===== src/rtl/pler_pkg.sv =====
// pler_pkg: shared types and constants for the polyline edge rasterizer.
// Beat structs for the vertex and cell channels, register indexes, sequencer
// states and the control bundle of the stepping unit. No dependencies.
`timescale 1ns / 1ps

package pler_pkg;

    localparam int VERTEX_W  = 8;
    localparam int CELL_W    = 6;
    localparam int GRID_W    = 7;
    localparam int CFG_IDX_W = 2;

    // configuration register indexes
    typedef logic [CFG_IDX_W-1:0] cfg_idx_t;
    localparam cfg_idx_t REG_GRID_WIDTH  = 2'd0;
    localparam cfg_idx_t REG_GRID_HEIGHT = 2'd1;

    localparam logic [GRID_W-1:0] GRID_RESET = 7'd64;

    typedef struct packed {
        logic signed [VERTEX_W-1:0] vertex_x;
        logic signed [VERTEX_W-1:0] vertex_y;
    } vertex_t;

    typedef struct packed {
        logic [CELL_W-1:0] cell_x;
        logic [CELL_W-1:0] cell_y;
        logic [CELL_W-1:0] box_min_x;
        logic [CELL_W-1:0] box_min_y;
        logic [CELL_W-1:0] box_max_x;
        logic [CELL_W-1:0] box_max_y;
        logic              box_valid;
        logic              out_of_range;
        logic              last_of_run;
    } cell_t;

    typedef enum logic [1:0] {
        ST_IDLE,
        ST_SETUP,
        ST_VERTEX,
        ST_GAP
    } seq_state_t;

    // stepping unit control: load a new segment, or advance one cell
    typedef struct packed {
        logic load;
        logic advance;
    } step_ctrl_t;

endpackage


===== src/rtl/polyline_edge_rasterizer.sv =====
// polyline_edge_rasterizer: top level, vertex intake, sequencer and cell output.
// Depends on pler_pkg and pler_stepper.
`timescale 1ns / 1ps

// Usage
//   Vertex channel (in_valid / in_stall / in_data): one beat per polyline vertex.
//   Cell channel (out_valid / out_stall / out_data): one beat per marked cell;
//   the vertex itself comes first, then the gap cells between it and the
//   previous vertex in ascending order, last_of_run set on the final beat. A vertex
//   outside the grid gives a single flagged beat and leaves polyline and box alone.
//   Config channel (cfg_valid / cfg_ready / cfg_index / cfg_data): grid width
//   and height, written between vertices; cfg_ready is always high.
// Sequence
//   In-range vertex: accept, a setup state, then the vertex beat and its N gap
//   cells (N up to 62), one beat per cycle while the output is not stalled.
//   Out-of-range vertex: accept, then its single beat, with no setup state.
//   The stepping unit produces one gap cell per cycle, held while stalled.
//   in_stall stays high from accept until the last beat enters the output
//   register; the next vertex may be accepted while that beat is still held.
// Reset clears the polyline and box, sets grid size to 64 x 64 and empties
// the output register. A stalled receiver holds the sequencer in its vertex and gap states.

module polyline_edge_rasterizer #(
    parameter int MAX_DIM = 64
) (
    input  logic               clk,
    input  logic               rst_n,
    input  logic               in_valid,
    output logic               in_stall,
    input  pler_pkg::vertex_t  in_data,
    output logic               out_valid,
    input  logic               out_stall,
    output pler_pkg::cell_t    out_data,
    input  logic               cfg_valid,
    output logic               cfg_ready,
    input  pler_pkg::cfg_idx_t cfg_index,
    input  logic [pler_pkg::GRID_W-1:0] cfg_data
);

    import pler_pkg::*;

    localparam int COORD_W = (MAX_DIM >= 128) ? 7 : $clog2(MAX_DIM);
    localparam logic [10:0] DIM_LIMIT = 11'(MAX_DIM);

    typedef logic [COORD_W-1:0] coord_t;

    seq_state_t state_reg, state_next;

    logic [GRID_W-1:0] gw_reg;
    logic [GRID_W-1:0] gh_reg;
    logic   have_point_reg;
    coord_t prev_x_reg, prev_y_reg;
    coord_t min_x_reg, min_y_reg, max_x_reg, max_y_reg;
    coord_t cur_x_reg, cur_y_reg;
    coord_t old_x_reg, old_y_reg;
    logic   had_reg;
    logic   oor_reg;
    logic   step_y_reg;
    coord_t gap_cnt_reg;
    logic   out_valid_reg;
    cell_t  out_data_reg;

    logic   accept;
    logic   in_range;
    coord_t vx, vy;
    logic   slot_free;
    logic   vertex_last;
    logic   beat_load;
    cell_t  beat;
    step_ctrl_t step_ctrl;

    logic signed [COORD_W:0] dx, dy, slope;
    logic signed [COORD_W:0] neg_dx, neg_dy;
    coord_t adx, ady, den, start_i, start_q, gap_init;
    logic   step_y_c;
    coord_t step_i, cross_coord;

    // range check on the incoming vertex
    always_comb
    begin
        vx = in_data.vertex_x[COORD_W-1:0];
        vy = in_data.vertex_y[COORD_W-1:0];
        in_range = !in_data.vertex_x[VERTEX_W-1] && !in_data.vertex_y[VERTEX_W-1]
                   && (in_data.vertex_x[GRID_W-1:0] < gw_reg)
                   && (in_data.vertex_y[GRID_W-1:0] < gh_reg)
                   && ({3'b000, in_data.vertex_x} < DIM_LIMIT)
                   && ({3'b000, in_data.vertex_y} < DIM_LIMIT);
    end

    // segment setup: pick the stepping axis and start from the lower endpoint
    always_comb
    begin
        dx     = $signed({1'b0, cur_x_reg}) - $signed({1'b0, old_x_reg});
        dy     = $signed({1'b0, cur_y_reg}) - $signed({1'b0, old_y_reg});
        neg_dx = -dx;
        neg_dy = -dy;
        adx    = dx[COORD_W] ? neg_dx[COORD_W-1:0] : dx[COORD_W-1:0];
        ady    = dy[COORD_W] ? neg_dy[COORD_W-1:0] : dy[COORD_W-1:0];
        step_y_c = (dx == '0) || (ady > adx);
        if (step_y_c)
        begin
            den     = ady;
            slope   = dy[COORD_W] ? neg_dx : dx;
            start_i = dy[COORD_W] ? cur_y_reg : old_y_reg;
            start_q = dy[COORD_W] ? cur_x_reg : old_x_reg;
        end
        else
        begin
            den     = adx;
            slope   = dx[COORD_W] ? neg_dy : dy;
            start_i = dx[COORD_W] ? cur_x_reg : old_x_reg;
            start_q = dx[COORD_W] ? cur_y_reg : old_y_reg;
        end
        gap_init = (had_reg && (den != '0)) ? den - 1'b1 : '0;
    end

    assign slot_free   = !out_valid_reg || !out_stall;
    assign vertex_last = oor_reg || (gap_cnt_reg == '0);

    // sequencer next state
    always_comb
    begin
        state_next = state_reg;
        unique case (state_reg)
            ST_IDLE:
            begin
                if (in_valid)
                    state_next = in_range ? ST_SETUP : ST_VERTEX;
            end
            ST_SETUP:
                state_next = ST_VERTEX;
            ST_VERTEX:
            begin
                if (slot_free)
                    state_next = vertex_last ? ST_IDLE : ST_GAP;
            end
            ST_GAP:
            begin
                if (slot_free && (gap_cnt_reg == coord_t'(1)))
                    state_next = ST_IDLE;
            end
            default:
                state_next = ST_IDLE;
        endcase
    end

    // sequencer outputs and beat assembly
    always_comb
    begin
        in_stall          = (state_reg != ST_IDLE);
        accept            = in_valid && (state_reg == ST_IDLE);
        step_ctrl.load    = (state_reg == ST_SETUP);
        step_ctrl.advance = (state_reg == ST_GAP) && slot_free;
        beat_load         = slot_free && ((state_reg == ST_VERTEX) || (state_reg == ST_GAP));

        beat.box_min_x    = CELL_W'(min_x_reg);
        beat.box_min_y    = CELL_W'(min_y_reg);
        beat.box_max_x    = CELL_W'(max_x_reg);
        beat.box_max_y    = CELL_W'(max_y_reg);
        beat.box_valid    = have_point_reg;
        beat.out_of_range = 1'b0;
        beat.cell_x       = '0;
        beat.cell_y       = '0;
        beat.last_of_run  = 1'b0;
        if (state_reg == ST_GAP)
        begin
            beat.cell_x      = CELL_W'(step_y_reg ? cross_coord : step_i);
            beat.cell_y      = CELL_W'(step_y_reg ? step_i : cross_coord);
            beat.last_of_run = (gap_cnt_reg == coord_t'(1));
        end
        else
        begin
            beat.out_of_range = oor_reg;
            beat.last_of_run  = vertex_last;
            if (!oor_reg)
            begin
                beat.cell_x = CELL_W'(cur_x_reg);
                beat.cell_y = CELL_W'(cur_y_reg);
            end
        end
    end

    pler_stepper #(
        .COORD_W (COORD_W)
    ) u_stepper (
        .clk         (clk),
        .ctrl        (step_ctrl),
        .load_den    (den),
        .load_slope  (slope),
        .load_q      (start_q),
        .load_i      (start_i),
        .step_i      (step_i),
        .cross_coord (cross_coord)
    );

    // state and config registers
    always_ff @(posedge clk or negedge rst_n)
    begin
        if (!rst_n)
        begin
            state_reg      <= ST_IDLE;
            gw_reg         <= GRID_RESET;
            gh_reg         <= GRID_RESET;
            have_point_reg <= 1'b0;
            prev_x_reg     <= '0;
            prev_y_reg     <= '0;
            min_x_reg      <= '0;
            min_y_reg      <= '0;
            max_x_reg      <= '0;
            max_y_reg      <= '0;
            oor_reg        <= 1'b0;
            had_reg        <= 1'b0;
            step_y_reg     <= 1'b0;
            gap_cnt_reg    <= '0;
            out_valid_reg  <= 1'b0;
        end
        else
        begin
            state_reg <= state_next;

            if (cfg_valid && cfg_ready)
            begin
                case (cfg_index)
                    REG_GRID_WIDTH:  gw_reg <= cfg_data;
                    REG_GRID_HEIGHT: gh_reg <= cfg_data;
                    default:         ;
                endcase
            end

            if (accept)
            begin
                oor_reg <= !in_range;
                if (in_range)
                begin
                    had_reg        <= have_point_reg;
                    have_point_reg <= 1'b1;
                    prev_x_reg     <= vx;
                    prev_y_reg     <= vy;
                    if (!have_point_reg || vx < min_x_reg) min_x_reg <= vx;
                    if (!have_point_reg || vy < min_y_reg) min_y_reg <= vy;
                    if (!have_point_reg || vx > max_x_reg) max_x_reg <= vx;
                    if (!have_point_reg || vy > max_y_reg) max_y_reg <= vy;
                end
            end

            if (step_ctrl.load)
            begin
                step_y_reg  <= step_y_c;
                gap_cnt_reg <= gap_init;
            end
            else if (step_ctrl.advance)
                gap_cnt_reg <= gap_cnt_reg - 1'b1;

            if (beat_load)
                out_valid_reg <= 1'b1;
            else if (!out_stall)
                out_valid_reg <= 1'b0;
        end
    end

    // vertex working copies and output payload
    always_ff @(posedge clk)
    begin
        if (accept)
        begin
            cur_x_reg <= vx;
            cur_y_reg <= vy;
            old_x_reg <= prev_x_reg;
            old_y_reg <= prev_y_reg;
        end
        if (beat_load)
            out_data_reg <= beat;
    end

    assign out_valid = out_valid_reg;
    assign out_data  = out_data_reg;
    assign cfg_ready = 1'b1;

    // a flagged beat is a lone, empty beat
    a_oor_single: assert property (@(posedge clk) disable iff (!rst_n)
        out_valid && out_data.out_of_range |->
            out_data.last_of_run && (out_data.cell_x == '0) && (out_data.cell_y == '0))
        else $error("out-of-range beat not single or not empty");

    // an accepted in-range vertex opens the box
    a_box_open: assert property (@(posedge clk) disable iff (!rst_n)
        accept && in_range |=> have_point_reg)
        else $error("box not valid after in-range vertex");

    // gap state never runs with an empty count
    a_gap_count: assert property (@(posedge clk) disable iff (!rst_n)
        state_reg == ST_GAP |-> gap_cnt_reg != '0)
        else $error("gap state with zero cells left");

    // every marked cell lies inside the running box
    a_cell_in_box: assert property (@(posedge clk) disable iff (!rst_n)
        out_valid && !out_data.out_of_range |->
            out_data.box_valid
            && (out_data.cell_x >= out_data.box_min_x) && (out_data.cell_x <= out_data.box_max_x)
            && (out_data.cell_y >= out_data.box_min_y) && (out_data.cell_y <= out_data.box_max_y))
        else $error("marked cell outside bounding box");

endmodule


===== src/rtl/pler_stepper.sv =====
// pler_stepper: incremental rational stepper for one segment.
// Keeps floor quotient and remainder of the cross coordinate and moves them
// one cell per advance with one add and a single fix-up by den; rounds half to even.
// Depends on pler_pkg.
`timescale 1ns / 1ps

module pler_stepper #(
    parameter int COORD_W = 6
) (
    input  logic                      clk,
    input  pler_pkg::step_ctrl_t      ctrl,
    input  logic [COORD_W-1:0]        load_den,
    input  logic signed [COORD_W:0]   load_slope,
    input  logic [COORD_W-1:0]        load_q,
    input  logic [COORD_W-1:0]        load_i,
    output logic [COORD_W-1:0]        step_i,
    output logic [COORD_W-1:0]        cross_coord
);

    logic [COORD_W-1:0]        den_reg;
    logic signed [COORD_W:0]   slope_reg;
    logic [COORD_W-1:0]        q_reg;
    logic [COORD_W-1:0]        r_reg;
    logic [COORD_W-1:0]        i_reg;

    logic [COORD_W-1:0]        q_next;
    logic [COORD_W-1:0]        r_next;
    logic [COORD_W-1:0]        i_next;
    logic signed [COORD_W+1:0] sum;
    logic signed [COORD_W+1:0] den_ext;
    logic signed [COORD_W+1:0] sum_up;
    logic signed [COORD_W+1:0] sum_down;
    logic [COORD_W:0]          twice_r;
    logic [COORD_W:0]          den_cmp;
    logic                      round_up;

    // remainder update: slope magnitude never exceeds den, so one fix-up is enough
    always_comb
    begin
        den_ext  = $signed({2'b00, den_reg});
        sum      = $signed({2'b00, r_reg}) + $signed({slope_reg[COORD_W], slope_reg});
        sum_up   = sum + den_ext;
        sum_down = sum - den_ext;
        if (sum < 0)
        begin
            r_next = sum_up[COORD_W-1:0];
            q_next = q_reg - 1'b1;
        end
        else if (sum >= den_ext)
        begin
            r_next = sum_down[COORD_W-1:0];
            q_next = q_reg + 1'b1;
        end
        else
        begin
            r_next = sum[COORD_W-1:0];
            q_next = q_reg;
        end
        i_next = i_reg + 1'b1;
    end

    // round to nearest, exact half to even
    always_comb
    begin
        twice_r     = {r_next, 1'b0};
        den_cmp     = {1'b0, den_reg};
        round_up    = (twice_r > den_cmp) || ((twice_r == den_cmp) && q_next[0]);
        cross_coord = q_next + COORD_W'(round_up);
        step_i      = i_next;
    end

    // segment registers
    always_ff @(posedge clk)
    begin
        if (ctrl.load)
        begin
            den_reg   <= load_den;
            slope_reg <= load_slope;
            q_reg     <= load_q;
            r_reg     <= '0;
            i_reg     <= load_i;
        end
        else if (ctrl.advance)
        begin
            q_reg <= q_next;
            r_reg <= r_next;
            i_reg <= i_next;
        end
    end

endmodule

===== config.mk =====
export PLATFORM = sky130hd
export DESIGN_NAME = polyline_edge_rasterizer
export DESIGN_NICKNAME = d
export VERILOG_FILES = /design/src/rtl/pler_pkg.sv /design/src/rtl/polyline_edge_rasterizer.sv /design/src/rtl/pler_stepper.sv
export SDC_FILE = /design/constraint.sdc
export NUM_CORES = 1
export LEC_CHECK = 0
export BUFFER_PORTS_ARGS = -buffer_cell sky130_fd_sc_hd__buf_4
export CAP_MARGIN = 30
export CELL_PAD_IN_SITES_DETAIL_PLACEMENT = 1
export CELL_PAD_IN_SITES_GLOBAL_PLACEMENT = 2
export CORE_ASPECT_RATIO = 1.75
export CORE_UTILIZATION = 45
export CTS_BUF_LIST = sky130_fd_sc_hd__clkbuf_4 sky130_fd_sc_hd__clkbuf_8
export DETAILED_ROUTE_END_ITERATION = 16
export GPL_TIMING_DRIVEN = 1
export HOLD_SLACK_MARGIN = 0.02
export PLACE_DENSITY_LB_ADDON = 0.1
export SYNTH_ARGS = -nofsm -noshare
export SYNTH_HDL_FRONTEND = slang
export SYNTH_SLANG_ARGS = --single-unit

===== constraint.sdc =====
create_clock -name clk -period 10.2 [get_ports clk]
set_clock_uncertainty 0.1 [all_clocks]
set_input_delay 1.02 -clock clk [delete_from_list [all_inputs] [get_ports clk]]
set_output_delay 1.02 -clock clk [all_outputs]
set_load 0.02 [all_outputs]

Word-level counts from Yosys, hierarchy flattened

Cells that the tools add are included.

Memories: 0
Word-level logic and storage cells: 145
Bits in writable memories: 0
Output and inout bits: 42
Flip-flop bits (word level): 157
Bits in read-only memories: 0
Bits in latches: 0

Div/mod/pow operators: 0
Magnitude comparators: 12
Bitwise gates (word level): 0
Shift-type cells: 0
Mux-type cells: 36
Reductions and logical operators: 41
Multiply operators: 0
Add/subtract/negate cells: 13
Equal/unequal tests: 10

Operator list:

| kind                                                                          | count |
|---|---|
| 6-bit two-way mux                                                             | 22 |
| 12-bit two-way mux                                                            | 2 |
| 7-bit two-way mux                                                             | 3 |
| 6-bit greater-than comparator                                                 | 3 |
| 6-bit by 1-bit subtractor with 6-bit output (second input constant)           | 3 |
| 8-bit by 7-bit less-than comparator with 1-bit output (second input constant) | 2 |
| 3-bit AND reduction                                                           | 5 |
| 7-bit less-than comparator                                                    | 2 |
| 7-bit negation                                                                | 2 |
| 6-bit by 6-bit subtractor with 7-bit output                                   | 2 |
| 6-bit by 1-bit adder with 6-bit output (second input constant)                | 2 |
| 6-bit less-than comparator                                                    | 2 |
| 1-bit logical AND                                                             | 11 |
| 2-bit two-way mux                                                             | 5 |
| 1-bit logical OR                                                              | 9 |
| 7-bit by 7-bit adder with 8-bit output                                        | 1 |
| 8-bit by 7-bit >= comparator with 1-bit output                                | 1 |
| 8-bit by 1-bit less-than comparator with 1-bit output (second input constant) | 1 |
| 2-bit case mux with 4 select lines                                            | 1 |
| 7-bit by 6-bit equality test with 1-bit output                                | 1 |
| 7-bit by 6-bit greater-than comparator with 1-bit output                      | 1 |
| 7-bit logical NOT                                                             | 1 |
| 6-bit by 1-bit adder with 6-bit output                                        | 1 |
| 6-bit adder                                                                   | 1 |
| other kinds (13)                                                              | 28 |

Logic depth before layout (Yosys ltp)

Depth in word-level cells: 10
Depth in mapped cells: 26

Hierarchy

Synthesis repeated with hierarchy kept, for this count alone.

Cells, all modules: 980
Area, all modules: 10,264.8 sq um

By module, submodules not included:

| module                   | times used | cells each | area each (sq um) | sequential area each (sq um) |
|---|---|---|---|---|
| polyline_edge_rasterizer | 1          | 707        | 7,612.3           | 3,470.8 |
| pler_stepper             | 1          | 273        | 2,652.5           | 870.8 |

Worst setup path after synthesis

No wires, ideal clock.

Path kind: register -> register
From: reg cur_x_reg[0]
To: reg gap_cnt_reg[4]
Required time: 9.972 ns
Stages on the path, launching flop included: 25
Arrival time: 4.604 ns
Path buffers: 3
Setup slack: 5.368 ns
Setup time: 0.128 ns
Cell sequence: edfxtp_1 inv_1 ha_1 inv_1 fa_1 a211oi_1 o31ai_2 a21oi_2 buf_2 nand2_1 xor2_1 ha_1 a21o_1 a21o_1 o21a_1 a21oi_2 buf_2 buf_2 nand2_1 o21ai_0 ha_1 o31ai_1 a31oi_1 xnor2_1 o31ai_2

Cells in the longest elaborated chain, start to end: 10

Ends and longest elaborated chain:

| what                                                                                                | RTL line                        | RTL |
|---|---|---|
| start, declared                                                                                     | polyline_edge_rasterizer.sv:54  | `coord_t cur_x_reg, cur_y_reg;` |
| start signal, assigned                                                                              | polyline_edge_rasterizer.sv:266 | `cur_x_reg <= vx;` |
| 6-bit by 6-bit subtractor with 7-bit output *                                                       | polyline_edge_rasterizer.sv:93  | `dx = $signed({1'b0, cur_x_reg}) - $signed({1'b0, old_x_reg});` |
| 7-bit negation                                                                                      | polyline_edge_rasterizer.sv:95  | `neg_dx = -dx;` |
| 6-bit two-way mux                                                                                   | polyline_edge_rasterizer.sv:97  | `adx = dx[COORD_W] ? neg_dx[COORD_W-1:0] : dx[COORD_W-1:0];` |
| 6-bit greater-than comparator                                                                       | polyline_edge_rasterizer.sv:99  | `step_y_c = (dx == '0) \|\| (ady > adx);` |
| 1-bit logical OR                                                                                    | polyline_edge_rasterizer.sv:99  |  |
| 6-bit two-way mux *                                                                                 | polyline_edge_rasterizer.sv:100 | `if (step_y_c)` |
| parallel branches: the longest is 2 deep, another holds 6-bit by 1-bit subtractor with 6-bit output | -                               |  |
| 6-bit two-way mux *                                                                                 | polyline_edge_rasterizer.sv:114 | `gap_init = (had_reg && (den != '0)) ? den - 1'b1 : '0;` |
| 6-bit two-way mux *                                                                                 | polyline_edge_rasterizer.sv:246 | `if (step_ctrl.load)` |
| end signal, assigned                                                                                | polyline_edge_rasterizer.sv:249 | `gap_cnt_reg <= gap_init;` |
| end signal, assigned                                                                                | polyline_edge_rasterizer.sv:252 | `gap_cnt_reg <= gap_cnt_reg - 1'b1;` |
| end, declared                                                                                       | polyline_edge_rasterizer.sv:59  | `coord_t gap_cnt_reg;` |

Every way passes the cells marked *.
A chain may end at the register's enable or synchronous reset.

==> key figures <==
Outcome
  • Run status: finished, final reports clean

Layout
  • Layout Cells excl Fill: 1336
  • Share of cells above drive strength 1: 0.188
  • Area growth syn-to-layout: 13.0%
  • Number of flip-flops under the largest register name: 39
  • Net total in the final layout: 1152
  • Commonest non-fill, non-tap cell in the layout: sky130_fd_sc_hd__inv_1
  • Leading cell types in the layout, fill and taps excluded: sky130_fd_sc_hd__inv_1, sky130_fd_sc_hd__edfxtp_1, sky130_fd_sc_hd__ha_1
  • Number of antenna diodes: 0

Worst setup path
  • Reg-to-reg critical path startpoint: u_stepper.slope_reg[0]
  • Most numerous cell on the critical path: sky130_fd_sc_hd__ha_1
  • Count of buffering cells on the critical path with inverters included: 1
  • CP Data Arrival Time: 5.82 ns
  • Crit Path Max Fanout: 10
  • Worst setup path class: flip-flop to flip-flop
  • Crit path max-delay family: compound AO/OA/AOI/OAI gates
  • Crit path capture type: flip-flop
  • Launch point of the critical path: u_stepper.slope_reg[0]
  • Worst setup SP type: flip-flop
  • Data required, critical path: 10.31 ns
  • Slowest CP cell: sky130_fd_sc_hd__fa_1
  • Largest incremental delay on the critical path: 0.43 ns

Die
  • Die outline height: 199 microns
  • Initial Utilization: 0.462
  • DIE WIDTH: 115 microns
  • Die Area: 22900 sq um
  • Number of placed I/O pins: 72
  • Row cnt: 71
  • Standard cell core area: 21700 sq um

Logic synthesis
  • Flip-flop cell with the highest count after synthesis: sky130_fd_sc_hd__edfxtp_1
  • Number of library cell types mapped by synthesis: 80
  • Register bit count reported by yosys: 157
  • Synth async-reset ratio: 0.401
  • Number of enable flip-flop cells after synthesis: 88
  • Post-Syn Instances: 961
  • Synthesized area per cell: 10.4 sq um
  • Part of the Yosys area used for sequential elements: 0.433
  • Post-synth design cell area: 10000 sq um
  • Nets in the synthesized netlist: 1082
  • Yosys Warn Count: 0

GRT
  • Number of antenna violations at the first check in global routing: 0
  • Pin count of the biggest net entering global routing: 64
  • Vias in the first global route: 8156
  • First-pass GRT wire length: 44100 microns
  • Final global-route overflow total: 0
  • Total track usage: 0.261

Place
  • Final estimated routing congestion in global placement: 0.866
  • IO Port Bufs: 70
  • Placed cell count: 1303
  • Placed wire-length estimate after detailed placement: 22100 microns

CTS
  • H-tree levels: 4
  • Quantity of hold-fixing buffers added after cts: 0
  • Clock Path Buffers: 2
  • Clock latency at the later pin of the worst-skew pair: 0.47 ns
  • Sink Count: 157
  • TritonCTS clock tree: built
  • Cell at the root of the clock tree: sky130_fd_sc_hd__clkbuf_8
  • Number of clock buffers inserted by TritonCTS: 17
  • Cts repair resizes: 0
  • Clock transition at the register clock pins on the worst setup and hold paths after CTS: 0.09 ns
  • Post-CTS repair timing setup buffer count: 0

STA
  • Final hold vios: 0
  • Max-slew violations: 0
  • Setup-violating endpoint count in the final report: 0
  • RSZ-0062 raised after global routing: false
  • Worst slew slack as a fraction of its limit: 0.388
  • Worst Max-Slew Pin Slew: 0.918 ns
  • Accumulated negative setup slack: 0 ns
  • FMAX: 175 MHz
  • Post-route minimum period: 5.71 ns
  • Ratio of final minimum period to clock period: 0.559

Power
  • Combinational Power Share: 0.629
  • Static Leak: 0.00482 uW
  • Switching power: 2060 uW
  • PnR Total Power: 4290 uW
  • Worst vdd ir: 0.000291 V
  • Fraction of power consumed by the clock network: 0.119
  • Register share of total power: 0.252
  • Switching Fraction: 0.479
  • Cell-internal power: 2240 uW
  • Power per unit of standard cell area: 379 nW/um^2

Route
  • Vias/cell: 5.68
  • Number of routed nets with antenna violations: 0
  • Total number of vias: 7594
  • Initial DRT Pass Iterations: 4
  • First DRT Iteration DRCs: 222
  • Routed wire length per instance: 21.0 microns
  • Remaining design rule violation count: 0
  • Wire length after detailed routing: 28100 microns

Job
  • Max-Cap Viols: 0

Min path
  • Tightest Hold Check Type: flip-flop to flip-flop
  • Source of the worst hold timing path: prev_y_reg[0]
## synth_stat cells (all sizes together) (4+ instances only)
cell type,n,area share
a211o,8,0.0070
a211oi,8,0.0060
a21boi,4,0.0049
a21o,24,0.018
a21oi,51,0.027
a221oi,4,0.0041
a31o,4,0.0035
and3,7,0.0044
buf,12,0.0067
clkbuf,18,0.0067
dfrtp,61,0.15
dfxtp,6,0.012
edfxtp,88,0.26
fa,5,0.010
ha,86,0.11
inv,93,0.035
mux2,47,0.053
mux2i,12,0.012
nand2,75,0.028
nand2b,15,0.0094
nand3,28,0.014
nand3b,16,0.012
nand4,6,0.0037
nor2,46,0.017
nor3,8,0.0056
nor3b,4,0.0035
o211ai,29,0.022
o21a,11,0.0082
o21ai,62,0.031
o21bai,5,0.0037
o221ai,9,0.0079
o22ai,7,0.0050
o31ai,13,0.011
or2,9,0.0056
xnor2,23,0.022
xor2,17,0.016
## cells by family (layout without fill, tap and decap cells)
kind of cell / count (synthesis) / count (layout) / share of synthesized area
muxes: 59 / 59 / 0.0648
xor gates and xnor gates: 40 / 40 / 0.0372
adders and majority gates: 91 / 91 / 0.117
buffers and inverters: 123 / 206 / 0.0483
and+or+nand+nor: 231 / 231 / 0.116
DFF: 157 / 157 / 0.433
AOI/OAI and AO/OA: 259 / 259 / 0.182
other: 1 / 1 / 0.000374
## power by group through the flow
stage               Clock [uW]  Sequential [uW]  Combinational [uW]
global route               543             1110                2970
detailed placement           0             1100                2690
finish                     510             1080                2700
floorplan                    0             1120                1860
global placement             0             1090                2650
CTS                        521             1090                2710
## final timing paths
path                       slack, ns  depth (start not counted)        endpoint
hold / removal                  0.35                          0    old_y_reg[0]
min in group asynchronous       0.53                          1    max_y_reg[2]
max in group asynchronous       8.82                          1  gap_cnt_reg[0]
hold reg to reg                 0.35                          0    old_y_reg[0]
setup / recovery                4.49                         25    out_data[38]
setup reg to reg                4.49                         25    out_data[38]
## worst register-to-register path: stages (launching register included)
cell and delay, ns:
sky130_fd_sc_hd__edfxtp_1 0.38, sky130_fd_sc_hd__ha_1 0.24, sky130_fd_sc_hd__fa_1 0.43, sky130_fd_sc_hd__a21o_1 0.21, sky130_fd_sc_hd__a21oi_1 0.23, sky130_fd_sc_hd__xnor2_1 0.22
sky130_fd_sc_hd__ha_1 0.34, sky130_fd_sc_hd__nand2b_1 0.09, sky130_fd_sc_hd__o22ai_1 0.08, sky130_fd_sc_hd__a21o_1 0.20, sky130_fd_sc_hd__nand2_1 0.34, sky130_fd_sc_hd__nand2_1 0.18
sky130_fd_sc_hd__o22a_1 0.19, sky130_fd_sc_hd__a21oi_1 0.19, sky130_fd_sc_hd__nor2_1 0.06, sky130_fd_sc_hd__ha_1 0.29, sky130_fd_sc_hd__nand3_1 0.09, sky130_fd_sc_hd__nor3_1 0.24
sky130_fd_sc_hd__mux2i_1 0.13, sky130_fd_sc_hd__o21ai_0 0.11, sky130_fd_sc_hd__ha_1 0.23, sky130_fd_sc_hd__inv_1 0.06, sky130_fd_sc_hd__a31oi_1 0.20, sky130_fd_sc_hd__nand4bb_1 0.15
sky130_fd_sc_hd__xnor2_1 0.29, sky130_fd_sc_hd__o221ai_1 0.17
## metrics by stage
step,hold WS (ns),cell area (sq um),util,worst slack [ns]
4_1_cts,0.349,11300,0.521,4.52
3_3_place_gp,0.327,10900,0.501,4.65
5_1_grt,0.365,11300,0.522,4.13
3_5_place_dp,0.333,10900,0.501,4.55
6_report,0.347,11300,0.522,4.49
2_1_floorplan,0.321,10000,-,5.37
## routing by layer
layer	global-route usage	vias to the layer above	part of all wire
li1	-	3648	-
met1	0.248	3786	0.35
met2	0.544	112	0.60
met3	0.0282	48	0.019
met4	0.112	0	0.031
met5	0	-	0
## area by class of cell
| cell class | count | area [sq um] |
|---|---|---|
| Fill cell | 2441 | 10400 |
| Sequential cell | 157 | 4340 |
| Multi-Input combinational cell | 681 | 5200 |
| Timing Repair Buffer | 81 | 636 |
| Inverter | 93 | 349 |
| Clock buffer | 20 | 269 |
| Clock inverter | 12 | 158 |
| Tap cell | 292 | 365 |
No activity file was read; power rests on OpenSTA's default activity.
